===== src/rtl/gcr62_pkg.sv =====
// shared types, constants and the inverse 6-and-2 lookup for the sector decoder
`timescale 1ns / 1ps
package gcr62_pkg;

  localparam int unsigned GROUP_LEN      = 86;
  localparam int unsigned DATA_LEN       = 256;
  localparam int unsigned SLOT_W         = $clog2(GROUP_LEN);
  localparam int unsigned SIX_W          = 6;
  localparam int unsigned LAST_SLOT      = GROUP_LEN - 1;
  localparam int unsigned LAST_DATA_SLOT = DATA_LEN - 2 * GROUP_LEN - 1;
  localparam int unsigned CMD_DEPTH      = 4;
  localparam int unsigned OUT_DEPTH      = 4;

  typedef enum logic [1:0] {
    CMD_STORE,
    CMD_DATA,
    CMD_STATUS
  } cmd_kind_e;

  typedef struct packed {
    cmd_kind_e         kind;
    logic [SLOT_W-1:0] slot;
    logic [1:0]        grp;
    logic [SIX_W-1:0]  sum;
    logic              err;
  } cmd_t;

  typedef struct packed {
    logic [7:0] data_byte;
    logic       is_status;
    logic       checksum_good;
    logic       bad_nibble_seen;
  } result_t;

  localparam logic [7:0] GCR_CODE [64] = '{
    8'h96, 8'h97, 8'h9A, 8'h9B, 8'h9D, 8'h9E, 8'h9F, 8'hA6,
    8'hA7, 8'hAB, 8'hAC, 8'hAD, 8'hAE, 8'hAF, 8'hB2, 8'hB3,
    8'hB4, 8'hB5, 8'hB6, 8'hB7, 8'hB9, 8'hBA, 8'hBB, 8'hBC,
    8'hBD, 8'hBE, 8'hBF, 8'hCB, 8'hCD, 8'hCE, 8'hCF, 8'hD3,
    8'hD6, 8'hD7, 8'hD9, 8'hDA, 8'hDB, 8'hDC, 8'hDD, 8'hDE,
    8'hDF, 8'hE5, 8'hE6, 8'hE7, 8'hE9, 8'hEA, 8'hEB, 8'hEC,
    8'hED, 8'hEE, 8'hEF, 8'hF2, 8'hF3, 8'hF4, 8'hF5, 8'hF6,
    8'hF7, 8'hF9, 8'hFA, 8'hFB, 8'hFC, 8'hFD, 8'hFE, 8'hFF
  };

  // returns {hit, six}; six is zero on a miss
  function automatic logic [SIX_W:0] gcr_decode(input logic [7:0] nib);
    logic [SIX_W:0] res;
    res = '0;
    for (int i = 0; i < 64; i++) begin
      if (GCR_CODE[i] == nib) begin
        res = {1'b1, SIX_W'(i)};
      end
    end
    return res;
  endfunction

endpackage


===== src/rtl/gcr62_fifo.sv =====
// small register queue used between front and back and on the result side
`timescale 1ns / 1ps
module gcr62_fifo #(
  parameter int unsigned Depth = 4,
  parameter int unsigned Width = 8
) (
  input  logic                       clk_i,
  input  logic                       rst_ni,
  input  logic                       push_i,
  input  logic [Width-1:0]           wdata_i,
  output logic                       full_o,
  input  logic                       pop_i,
  output logic [Width-1:0]           rdata_o,
  output logic                       empty_o,
  output logic [$clog2(Depth+1)-1:0] count_o
);

  localparam int unsigned PtrW = (Depth > 1) ? $clog2(Depth) : 1;
  localparam int unsigned CntW = $clog2(Depth + 1);

  logic [Width-1:0] mem_q [Depth];
  logic [PtrW-1:0]  wr_ptr_q, wr_ptr_d;
  logic [PtrW-1:0]  rd_ptr_q, rd_ptr_d;
  logic [CntW-1:0]  cnt_q, cnt_d;
  logic             do_push, do_pop;

  assign full_o  = (cnt_q == CntW'(Depth));
  assign empty_o = (cnt_q == '0);
  assign count_o = cnt_q;
  assign rdata_o = mem_q[rd_ptr_q];
  assign do_push = push_i & ~full_o;
  assign do_pop  = pop_i & ~empty_o;

  always_comb begin
    wr_ptr_d = wr_ptr_q;
    rd_ptr_d = rd_ptr_q;
    cnt_d    = cnt_q;
    if (do_push) begin
      wr_ptr_d = (wr_ptr_q == PtrW'(Depth - 1)) ? '0 : wr_ptr_q + 1'b1;
    end
    if (do_pop) begin
      rd_ptr_d = (rd_ptr_q == PtrW'(Depth - 1)) ? '0 : rd_ptr_q + 1'b1;
    end
    if (do_push && !do_pop) begin
      cnt_d = cnt_q + 1'b1;
    end else if (do_pop && !do_push) begin
      cnt_d = cnt_q - 1'b1;
    end
  end

  always_ff @(posedge clk_i or negedge rst_ni) begin
    if (!rst_ni) begin
      wr_ptr_q <= '0;
      rd_ptr_q <= '0;
      cnt_q    <= '0;
    end else begin
      wr_ptr_q <= wr_ptr_d;
      rd_ptr_q <= rd_ptr_d;
      cnt_q    <= cnt_d;
    end
  end

  always_ff @(posedge clk_i) begin
    if (do_push) begin
      mem_q[wr_ptr_q] <= wdata_i;
    end
  end

endmodule


===== src/rtl/gcr62_front.sv =====
// front end: nibble lookup, checksum chain, sector position and command build
`timescale 1ns / 1ps
module gcr62_front (
  input  logic              clk_i,
  input  logic              rst_ni,
  input  logic              accept_i,
  input  logic [7:0]        nibble_i,
  output gcr62_pkg::cmd_t   cmd_o
);

  typedef enum logic [2:0] {
    PH_STORE,
    PH_DATA0,
    PH_DATA1,
    PH_DATA2,
    PH_STATUS
  } phase_e;

  phase_e                           phase_q, phase_d;
  logic [gcr62_pkg::SLOT_W-1:0]     slot_q, slot_d;
  logic [gcr62_pkg::SIX_W-1:0]      sum_q, sum_d;
  logic                             err_q, err_d;
  logic [gcr62_pkg::SIX_W:0]        dec;
  logic [gcr62_pkg::SIX_W-1:0]      sum_new;
  logic                             err_new;
  logic                             slot_last;
  logic                             data2_last;

  assign dec        = gcr62_pkg::gcr_decode(nibble_i);
  assign sum_new    = sum_q ^ dec[gcr62_pkg::SIX_W-1:0];
  assign err_new    = err_q | ~dec[gcr62_pkg::SIX_W];
  assign slot_last  = (slot_q == gcr62_pkg::SLOT_W'(gcr62_pkg::LAST_SLOT));
  assign data2_last = (slot_q == gcr62_pkg::SLOT_W'(gcr62_pkg::LAST_DATA_SLOT));

  always_comb begin
    cmd_o.slot = slot_q;
    cmd_o.sum  = sum_new;
    cmd_o.err  = err_new;
    cmd_o.kind = gcr62_pkg::CMD_DATA;
    cmd_o.grp  = 2'd0;
    phase_d    = phase_q;
    slot_d     = slot_q + 1'b1;
    sum_d      = sum_new;
    err_d      = err_new;
    unique case (phase_q)
      PH_STORE: begin
        cmd_o.kind = gcr62_pkg::CMD_STORE;
        if (slot_last) begin
          phase_d = PH_DATA0;
          slot_d  = '0;
        end
      end
      PH_DATA0: begin
        if (slot_last) begin
          phase_d = PH_DATA1;
          slot_d  = '0;
        end
      end
      PH_DATA1: begin
        cmd_o.grp = 2'd1;
        if (slot_last) begin
          phase_d = PH_DATA2;
          slot_d  = '0;
        end
      end
      PH_DATA2: begin
        cmd_o.grp = 2'd2;
        if (data2_last) begin
          phase_d = PH_STATUS;
          slot_d  = '0;
        end
      end
      PH_STATUS: begin
        // end of sector: chain and sticky flag restart
        cmd_o.kind = gcr62_pkg::CMD_STATUS;
        phase_d    = PH_STORE;
        slot_d     = '0;
        sum_d      = '0;
        err_d      = 1'b0;
      end
      default: begin
        phase_d = PH_STORE;
        slot_d  = '0;
        sum_d   = '0;
        err_d   = 1'b0;
      end
    endcase
  end

  always_ff @(posedge clk_i or negedge rst_ni) begin
    if (!rst_ni) begin
      phase_q <= PH_STORE;
      slot_q  <= '0;
      sum_q   <= '0;
      err_q   <= 1'b0;
    end else if (accept_i) begin
      phase_q <= phase_d;
      slot_q  <= slot_d;
      sum_q   <= sum_d;
      err_q   <= err_d;
    end
  end

endmodule


===== src/rtl/gcr62_back.sv =====
// back end: low-bit store, registered read and result assembly
`timescale 1ns / 1ps
module gcr62_back #(
  parameter int unsigned OutDepth = gcr62_pkg::OUT_DEPTH
) (
  input  logic                          clk_i,
  input  logic                          rst_ni,
  input  gcr62_pkg::cmd_t               cmd_i,
  input  logic                          cmd_empty_i,
  output logic                          cmd_pop_o,
  input  logic [$clog2(OutDepth+1)-1:0] out_count_i,
  output logic                          out_push_o,
  output gcr62_pkg::result_t            out_data_o
);

  localparam int unsigned CntW = $clog2(OutDepth + 1) + 1;

  logic [gcr62_pkg::SIX_W-1:0] store_q [gcr62_pkg::GROUP_LEN];
  logic [gcr62_pkg::SIX_W-1:0] rd_q;
  logic                        s1_valid_q;
  gcr62_pkg::cmd_t             s1_cmd_q;
  logic                        issue;
  logic                        is_store;
  logic [1:0]                  pair;

  // a slot in the result queue is reserved for anything in flight
  assign issue     = ~cmd_empty_i &&
                     ((CntW'(out_count_i) + CntW'(s1_valid_q)) < CntW'(OutDepth));
  assign cmd_pop_o = issue;
  assign is_store  = (cmd_i.kind == gcr62_pkg::CMD_STORE);

  always_ff @(posedge clk_i or negedge rst_ni) begin
    if (!rst_ni) begin
      s1_valid_q <= 1'b0;
    end else begin
      s1_valid_q <= issue & ~is_store;
    end
  end

  always_ff @(posedge clk_i) begin
    if (issue) begin
      s1_cmd_q <= cmd_i;
      if (is_store) begin
        store_q[cmd_i.slot] <= cmd_i.sum;
      end else if (cmd_i.kind == gcr62_pkg::CMD_DATA) begin
        rd_q <= store_q[cmd_i.slot];
      end
    end
  end

  always_comb begin
    unique case (s1_cmd_q.grp)
      2'd0:    pair = rd_q[1:0];
      2'd1:    pair = rd_q[3:2];
      2'd2:    pair = rd_q[5:4];
      default: pair = 2'b00;
    endcase
  end

  assign out_push_o = s1_valid_q;

  always_comb begin
    out_data_o.bad_nibble_seen = s1_cmd_q.err;
    if (s1_cmd_q.kind == gcr62_pkg::CMD_STATUS) begin
      out_data_o.data_byte     = 8'h00;
      out_data_o.is_status     = 1'b1;
      out_data_o.checksum_good = (s1_cmd_q.sum == '0);
    end else begin
      out_data_o.data_byte     = {s1_cmd_q.sum, pair[0], pair[1]};
      out_data_o.is_status     = 1'b0;
      out_data_o.checksum_good = 1'b0;
    end
  end

endmodule


===== src/rtl/gcr_six_two_sector_decoder.sv =====
// top level of the 6-and-2 gcr sector decoder
// a data or status result passes the command queue, the back's result register and the result queue
// throughput: one nibble per cycle sustained unless a queue fills; the low-bit store has one write or read a cycle
// a sector is 343 nibbles: 86 give no result, 256 give data bytes, the last gives status
// reset clears position, checksum chain, sticky flag and both queues
// the low-bit store is not cleared; every entry is written before it is read in a sector
`timescale 1ns / 1ps
module gcr_six_two_sector_decoder #(
  parameter int unsigned CmdDepth = gcr62_pkg::CMD_DEPTH,
  parameter int unsigned OutDepth = gcr62_pkg::OUT_DEPTH
) (
  input  logic       clk_i,
  input  logic       rst_ni,
  // input side, queue style
  input  logic       push,
  output logic       full,
  input  logic [7:0] disk_nibble_i,
  // result side, queue style
  output logic       empty,
  input  logic       pop,
  output logic [7:0] data_byte_o,
  output logic       is_status_o,
  output logic       checksum_good_o,
  output logic       bad_nibble_seen_o
);

  localparam int unsigned CmdW = $bits(gcr62_pkg::cmd_t);
  localparam int unsigned ResW = $bits(gcr62_pkg::result_t);

  logic                          accept;
  gcr62_pkg::cmd_t               cmd_wr;
  gcr62_pkg::cmd_t               cmd_rd;
  logic [CmdW-1:0]               cmd_rd_bits;
  logic                          cmd_empty;
  logic                          cmd_pop;
  logic [$clog2(CmdDepth+1)-1:0] cmd_count;
  logic                          out_push;
  logic                          out_full;
  gcr62_pkg::result_t            out_wr;
  gcr62_pkg::result_t            out_rd;
  logic [ResW-1:0]               out_rd_bits;
  logic [$clog2(OutDepth+1)-1:0] out_count;

  // an item is taken whenever the command queue has room
  assign accept = push & ~full;

  // front: lookup, chain and position tracking, one command per nibble
  gcr62_front u_front (
    .clk_i    (clk_i),
    .rst_ni   (rst_ni),
    .accept_i (accept),
    .nibble_i (disk_nibble_i),
    .cmd_o    (cmd_wr)
  );

  // decoupling queue between front and back
  gcr62_fifo #(
    .Depth (CmdDepth),
    .Width (CmdW)
  ) u_cmd_q (
    .clk_i   (clk_i),
    .rst_ni  (rst_ni),
    .push_i  (push),
    .wdata_i (cmd_wr),
    .full_o  (full),
    .pop_i   (cmd_pop),
    .rdata_o (cmd_rd_bits),
    .empty_o (cmd_empty),
    .count_o (cmd_count)
  );

  assign cmd_rd = gcr62_pkg::cmd_t'(cmd_rd_bits);

  // back: store writes, store reads and byte assembly
  gcr62_back #(
    .OutDepth (OutDepth)
  ) u_back (
    .clk_i       (clk_i),
    .rst_ni      (rst_ni),
    .cmd_i       (cmd_rd),
    .cmd_empty_i (cmd_empty),
    .cmd_pop_o   (cmd_pop),
    .out_count_i (out_count),
    .out_push_o  (out_push),
    .out_data_o  (out_wr)
  );

  // result queue keeps the back running while the consumer stalls
  gcr62_fifo #(
    .Depth (OutDepth),
    .Width (ResW)
  ) u_out_q (
    .clk_i   (clk_i),
    .rst_ni  (rst_ni),
    .push_i  (out_push),
    .wdata_i (out_wr),
    .full_o  (out_full),
    .pop_i   (pop),
    .rdata_o (out_rd_bits),
    .empty_o (empty),
    .count_o (out_count)
  );

  assign out_rd            = gcr62_pkg::result_t'(out_rd_bits);
  assign data_byte_o       = out_rd.data_byte;
  assign is_status_o       = out_rd.is_status;
  assign checksum_good_o   = out_rd.checksum_good;
  assign bad_nibble_seen_o = out_rd.bad_nibble_seen;

  // the back never pushes into a full result queue
  assert property (@(posedge clk_i) disable iff (!rst_ni) out_push |-> !out_full)
    else $error("result queue overflow");

  // the back only takes commands that are there
  assert property (@(posedge clk_i) disable iff (!rst_ni) cmd_pop |-> (cmd_count != '0))
    else $error("command taken from empty queue");

  // a status result carries a zero byte
  assert property (@(posedge clk_i) disable iff (!rst_ni)
    (!empty && is_status_o) |-> (data_byte_o == 8'h00))
    else $error("status result with nonzero byte");

  // checksum flag only appears on a status result
  assert property (@(posedge clk_i) disable iff (!rst_ni)
    (!empty && !is_status_o) |-> !checksum_good_o)
    else $error("checksum flag on data result");

endmodule


===== config.mk =====
export PLATFORM = sky130hd
export DESIGN_NAME = gcr_six_two_sector_decoder
export DESIGN_NICKNAME = d
export VERILOG_FILES = /design/src/rtl/gcr62_pkg.sv /design/src/rtl/gcr62_fifo.sv /design/src/rtl/gcr62_front.sv /design/src/rtl/gcr62_back.sv /design/src/rtl/gcr_six_two_sector_decoder.sv
export SDC_FILE = /design/constraint.sdc
export NUM_CORES = 1
export LEC_CHECK = 0
export ABC_AREA = 1
export BUFFER_PORTS_ARGS = -buffer_cell sky130_fd_sc_hd__buf_2
export CAP_MARGIN = 15
export CORE_MARGIN = 4
export CORE_UTILIZATION = 59
export CTS_BUF_LIST = sky130_fd_sc_hd__clkbuf_2
export CTS_CLUSTER_DIAMETER = 80
export DETAILED_ROUTE_END_ITERATION = 8
export PLACE_DENSITY = 0.88
export SYNTH_ARGS = -nofsm -noshare
export SYNTH_HDL_FRONTEND = slang
export SYNTH_SLANG_ARGS = --single-unit

===== constraint.sdc =====
create_clock -name clk_i -period 4.1 [get_ports clk_i]
set_input_delay 0.41 -clock clk_i [delete_from_list [all_inputs] [get_ports clk_i]]
set_output_delay 0.41 -clock clk_i [all_outputs]
set_load 0.05 [all_outputs]

==> results.cfg, run 1 <==
[finish]
final_core_util = 0.656
finalNetCount = 2066
layout_common_cells = edfxtp_1 (649), nand2_1 (255), clkbuf_2 (221)
final_common_cell = edfxtp_1
drive_gt1_frac = 0.158
stdcell_count = 2745
area_growth_pct = 8.98

[yosys]
synthFlopType = edfxtp_1
synth_cell_types = 55
avgSynthCellArea_sq_um = 14.1
synth_warnings = 0
ys_seq_area_frac = 0.756
ys_ff_latch = 681
async_reset_ff_frac = 0.0470
synth_edf_count = 649
synthCells = 1902
syn_area_sq_um = 26800
postSynthNetCount = 1930

[critical_path]
cp-start-kind = flop
crit_chain = clkinv_1 > nand2_1 > nand3_1 > nand2_1 > inv_2 > nor3_2 > buf_12 > nand2_1 > nor2_1
arrival_ps = 4790
critical-path-max-stage-delay_ps = 660
cp_max_fo = 67
critical_path_class = flop to flop
setup.worst_path.end_class = flop
path_common_cell = nand2_1
slowest_stage = nor2_1
worstPathRequired_ps = 4800

[floorplanning]
die_area_sq_um = 49000
die-height_um = 221
num_rows = 77
chipWidth_um = 221
io_pins = 25
floorplan.initialDensity = 0.602
coreArea_sq_um = 44600

[global_route]
track_usage = 0.263
grt_pass1_vias = 17982
grt_pass1_wl_um = 101000
grt_max_degree = 88
antenna_found_initial = 2
grt_overflow = 0

[sta]
rsz0062_at_grt = true
relSlewSlack = 0.241
setup-violations-final = 0
post-route-period-util = 0.995
fin_crit_ps = 4080
maxSlewViolCount = 0
max_freq_mhz = 245
worst_slew_pin_slew_ps = 1140
finalWorstSetupSlack_ps = 19.3
hold_viol_final = 0
fin_skew_ps = 97.9

[route]
vias = 17830
vias_per_cell = 6.50
drc = 0
wl_per_cell_um = 23.9
initialDrtViolationCount = 2761
first_pass_iters = 7
ant_nets = 0
drt_wl_total_um = 65700

[placed_design]
gp_congestion = 0.941
dp.cells = 2472
hpwlAfterDp_um = 37600
place_worst_setup_slack_ps = 178
io_buffers = 24

[pwr]
power_density_nw_per_um2 = 798
peakVddDrop_mv = 0.740
leakage_nw = 10.0

[cts]
clk_latency_ps = 1130
clkTransAtPathRegs_ps = 110
clock-root-buffer = clkbuf_2
cts_max_path_buffers = 3
cts.sinks = 681
htree_levels = 4
cts_tree = done
cts_buffers = 151

[run]
drv_cap = 0

[outcome]
status = complete, no violations

[min_path]
worstHoldPathType = primary input to flop
## sequential cells by signal, summed over array words and instances (netlist names), 2 cells and up
| name | cells |
|---|---|
| u_out_q.count_o | 3 |
| u_front.sum_q | 6 |
| u_front.phase_q | 3 |
| u_cmd_q.mem_q | 72 |
| u_cmd_q.rd_ptr_q | 2 |
| u_back.store_q | 516 |
| u_cmd_q.wr_ptr_q | 2 |
| u_out_q.rd_ptr_q | 2 |
| u_out_q.mem_q | 44 |
| u_cmd_q.count_o | 3 |
| u_back.s1_cmd_q | 10 |
| u_out_q.wr_ptr_q | 2 |
| u_back.rd_q | 6 |
| u_front.slot_q | 7 |
## metal layers
metal,GRT usage,up-vias,part of all wire
li1,-,7567,-
met1,0.338,8463,0.35
met2,0.420,1522,0.48
met3,0.0741,276,0.13
met4,0.126,2,0.046
met5,0,-,0.00020
## cells in the mapped netlist, types with 2 or more instances
cell type  count  area (sq um)
a211oi_1       2          15.0
a21oi_1       29           145
a221oi_1      49           429
a22o_1        26           228
a22oi_1      139          1040
a31oi_1       12          75.1
a32oi_1        6          52.6
a32oi_4        2          55.1
a41oi_1        7          61.3
buf_2         40           200
buf_4          8          60.1
clkbuf_1      33           124
dfrtp_1       32           801
edfxtp_1     649         19500
fa_1           2          40.0
ha_1          14           175
inv_1        108           405
inv_2          5          18.8
nand2_1      256           961
nand2_2        3          18.8
nand3_1       52           260
nand4_1       41           257
nor2_1       210           788
nor2_2         3          18.8
nor3_1        23           115
nor3_2         3          30.0
nor3_4         4          65.1
nor4_1         6          37.5
o2111ai_1      4          35.0
o211ai_1       2          15.0
o21ai_0       72           360
o221ai_1       5          43.8
o22ai_1       23           144
o31ai_1        3          22.5
xnor2_1        3          26.3
xor2_1         7          61.3
## worst paths after layout
check / endpoint / depth (start not counted) / slack [ps] / from
max: u_back.store_q[48][5]$_DFFE_PP_ / 9 / 20 / u_cmd_q.rd_ptr_q[0]$_DFFE_PN0P_
min: u_front.sum_q[0]$_DFFE_PN0P_ / 8 / 120 / disk_nibble_i[0]
max reg2reg: u_back.store_q[48][5]$_DFFE_PP_ / 9 / 20 / u_cmd_q.rd_ptr_q[0]$_DFFE_PN0P_
min reg2reg: u_front.sum_q[0]$_DFFE_PN0P_ / 2 / 530 / u_front.sum_q[0]$_DFFE_PN0P_
max in group asynchronous: u_out_q.count_o[2]$_DFFE_PN0P_ / 4 / 3550 / rst_ni
min in group asynchronous: u_front.phase_q[2]$_DFFE_PN0P_ / 4 / 340 / rst_ni
## report_power, final
group          total (W)  internal [W]  switching (W)
Clock            0.00420       0.00163        0.00256
Combinational    0.00911       0.00233        0.00678
Sequential        0.0100       0.00970       0.000337
Total             0.0234        0.0137        0.00968
## kinds of logic after synthesis
kind of cell | Yosys count | share of synthesized area
compound gates | 392 | 0.105
xor+xnor | 10 | 0.00326
fa+ha+maj | 16 | 0.00802
buf+inv | 196 | 0.0305
flops | 681 | 0.756
mux | 1 | 0.000420
simple gates | 606 | 0.0967
## final cells by class
cell class,count,area [sq um]
inverter,115,434
timing repair buffer,64,531
fill,2864,15400
multi-input combinational,1025,5860
antenna,1,2.50
tap,592,741
clock buffer,221,1110
sequential,681,20300
clock inverter,46,284
## critical path, delay by kind of cell (launching register included)
kind / cells / cell delay, ps
simple gates: 6 / 2220
buf+inv: 3 / 880
flops: 1 / 600
## stage by stage
stage | cell area, sq um | setup TNS (ps) | total power, W | hold WS (ps)
2_1_floorplan | 26900 | 0 | 0.0156 | 114
3_3_place_gp | 27800 | 0 | 0.0186 | 490
3_5_place_dp | 27800 | 0 | 0.0189 | 502
4_1_cts | 29200 | 0 | 0.0231 | 12.7
5_1_grt | 29200 | -15980 | 0.0243 | 85.3
6_report | 29200 | 0 | 0.0234 | 117
## repair_timing
item                       in CTS  in global routing
setup buffers                   0                  0
hold buffers                    5                  0
gates resized for setup         0                  8
hold endpoints to repair       44                  0
setup endpoints to repair       0                258
Power figures use the tool's default switching activity.
==> run 2, diff against run 1 <==
CORE_ASPECT_RATIO = 1.5   (was not set)
==> results.cfg, run 2 (synthesized netlist as in run 1, its figures left out) <==
[critical_path]
cp_max_fo = 38
slowest_stage = nor2_1
setup.worst_path.end_class = flop
critPathLaunch = u_cmd_q.rd_ptr_q[0]$_DFFE_PN0P_
cp_num_buf_inv = 3
rr_startpoint = u_cmd_q.rd_ptr_q[0]$_DFFE_PN0P_
arrival_ps = 4730
cp-start-kind = flop
path_common_cell = nand2_1
worstPathRequired_ps = 4830
critPathTopFamily = simple AND/OR/NAND/NOR gates
crit_chain = buf_4 > nand2_1 > a32oi_4 > inv_4 > nor3_4 > buf_12 > nand2_1 > nor2_1
critical-path-max-stage-delay_ps = 770
critical_path_class = flop to flop

[finish]
drive_gt1_frac = 0.166
top_register = u_back.store_q
final_core_util = 0.654
multiInputGateArea_sq_um = 5890
reg.largest.list = u_back.store_q x516, u_cmd_q.mem_q x72, u_out_q.mem_q x44
fillers = 3023
layout_common_cells = edfxtp_1 (649), nand2_1 (253), clkbuf_2 (196)
regArea_sq_um = 20300
largest_reg_flops = 516
stdcell_count = 2727
finalNetCount = 2083
final_common_cell = edfxtp_1
area_growth_pct = 9.45

[route]
drc = 0
wl_per_cell_um = 25.0
vias = 17736
drt_wl_total_um = 68000
ant_nets = 0
first_pass_iters = 6
vias_per_cell = 6.50
initialDrtViolationCount = 2316

[sta]
setup-violations-final = 0
post-route-period-util = 0.976
max_freq_mhz = 250
rsz0062_at_grt = false
worst_slew_pin_slew_ps = 1100
finalWorstSetupSlack_ps = 98.5
relSlewSlack = 0.266
timing.hold.ws_ps = 219
fin_crit_ps = 4000
maxSlewViolCount = 0
fin_skew_ps = 114
tns_ps = 0
hold_viol_final = 0

[floorplanning]
floorplan.initialDensity = 0.597
coreArea_sq_um = 44900
io_pins = 25
die-height_um = 269
num_rows = 95
die_area_sq_um = 49000
chipWidth_um = 182

[global_route]
antenna_found_initial = 1
grt_pass1_vias = 17936
grt_pass1_wl_um = 103000
grt_overflow = 0
track_usage = 0.274
grt_max_degree = 88

[placed_design]
dp.cells = 2487
io_buffers = 24
place_worst_setup_slack_ps = 146
hpwlAfterDp_um = 42500
gp_congestion = 0.972

[cts]
clkTransAtPathRegs_ps = 130
clk_latency_ps = 1150
cts_max_path_buffers = 3
htree_levels = 4
clock-root-buffer = clkbuf_2
postCtsSetupBuffers = 0
cts_tree = done
cts_buffers = 142
cts.sinks = 681

[pwr]
leakage_nw = 10.1
switching_share = 0.415
p_clk_frac = 0.172
internal_power_w = 0.0138
p_sw_w = 0.00976
pwr-share-comb = 0.403
peakVddDrop_mv = 0.762
power_density_nw_per_um2 = 802
power_frac_seq = 0.425

[run]
drv_cap = 0

[outcome]
status = complete, no violations

[min_path]
worstHoldPathType = primary input to flop
hp-start = disk_nibble_i[3]
==> run 2: path summary, 6_finish.rpt <==
check	endpoint	slack, ps	depth (start not counted)
max in group asynchronous	u_front.sum_q[0]$_DFFE_PN0P_	3520	4
worst min-delay path	u_front.sum_q[0]$_DFFE_PN0P_	220	9
worst min register to register	u_front.phase_q[0]$_DFFE_PN0P_	520	1
worst max register to register	u_back.store_q[69][3]$_DFFE_PP_	100	8
min in group asynchronous	u_front.slot_q[0]$_DFFE_PN0P_	330	4
worst max-delay path	u_back.store_q[69][3]$_DFFE_PP_	100	8
==> run 2: final cells by class <==
cell class,instances,share of cell area
Clock inverter,37,0.0101
Multi-Input combinational cell,1025,0.200
Tap cell,582,0.0248
Timing Repair Buffer,90,0.0256
Antenna cell,1,0.0000852
Inverter,115,0.0149
Clock buffer,196,0.0334
Sequential cell,681,0.691
==> run 2: timing repair <==
item                                    CTS  global route
endpoints found under the hold margin    45             0
hold buffers                              5             0
endpoints found under the setup margin    0           211
resized for setup                         0            20
==> run 2: worst register-to-register path, cell delays in order (launching register included) <==
cell and delay, ps:
dfrtp_1 430, buf_4 380, nand2_1 170, a32oi_4 500, inv_4 170, nor3_4 260, buf_12 270, nand2_1 640
nor2_1 780
==> run 2: metrics by stage <==
step	total power [W]	cell area [sq um]
finish	0.0235	29400
floorplan	0.0156	26900
global placement	0.0189	28000
detailed placement	0.0193	28000
global route	0.0245	29400
CTS	0.0233	29300
==> run 2: metal layers <==
| layer | track usage | part of all wire | up-vias |
|---|---|---|---|
| met4 | 0.177 | 0.070 | 0 |
| met5 | 0 | 0 | - |
| met3 | 0.0503 | 0.092 | 313 |
| li1 | - | - | 7588 |
| met1 | 0.310 | 0.32 | 8504 |
| met2 | 0.473 | 0.52 | 1331 |
==> run 2: power groups by stage <==
stage          Combinational [W]  Sequential (W)  Clock (W)
6_report                 0.00948          0.0100    0.00405
5_1_grt                  0.00997          0.0101    0.00446
4_1_cts                  0.00923          0.0100    0.00409
3_5_place_dp             0.00917          0.0101          0
3_3_place_gp             0.00883          0.0101          0
2_1_floorplan            0.00548          0.0101          0
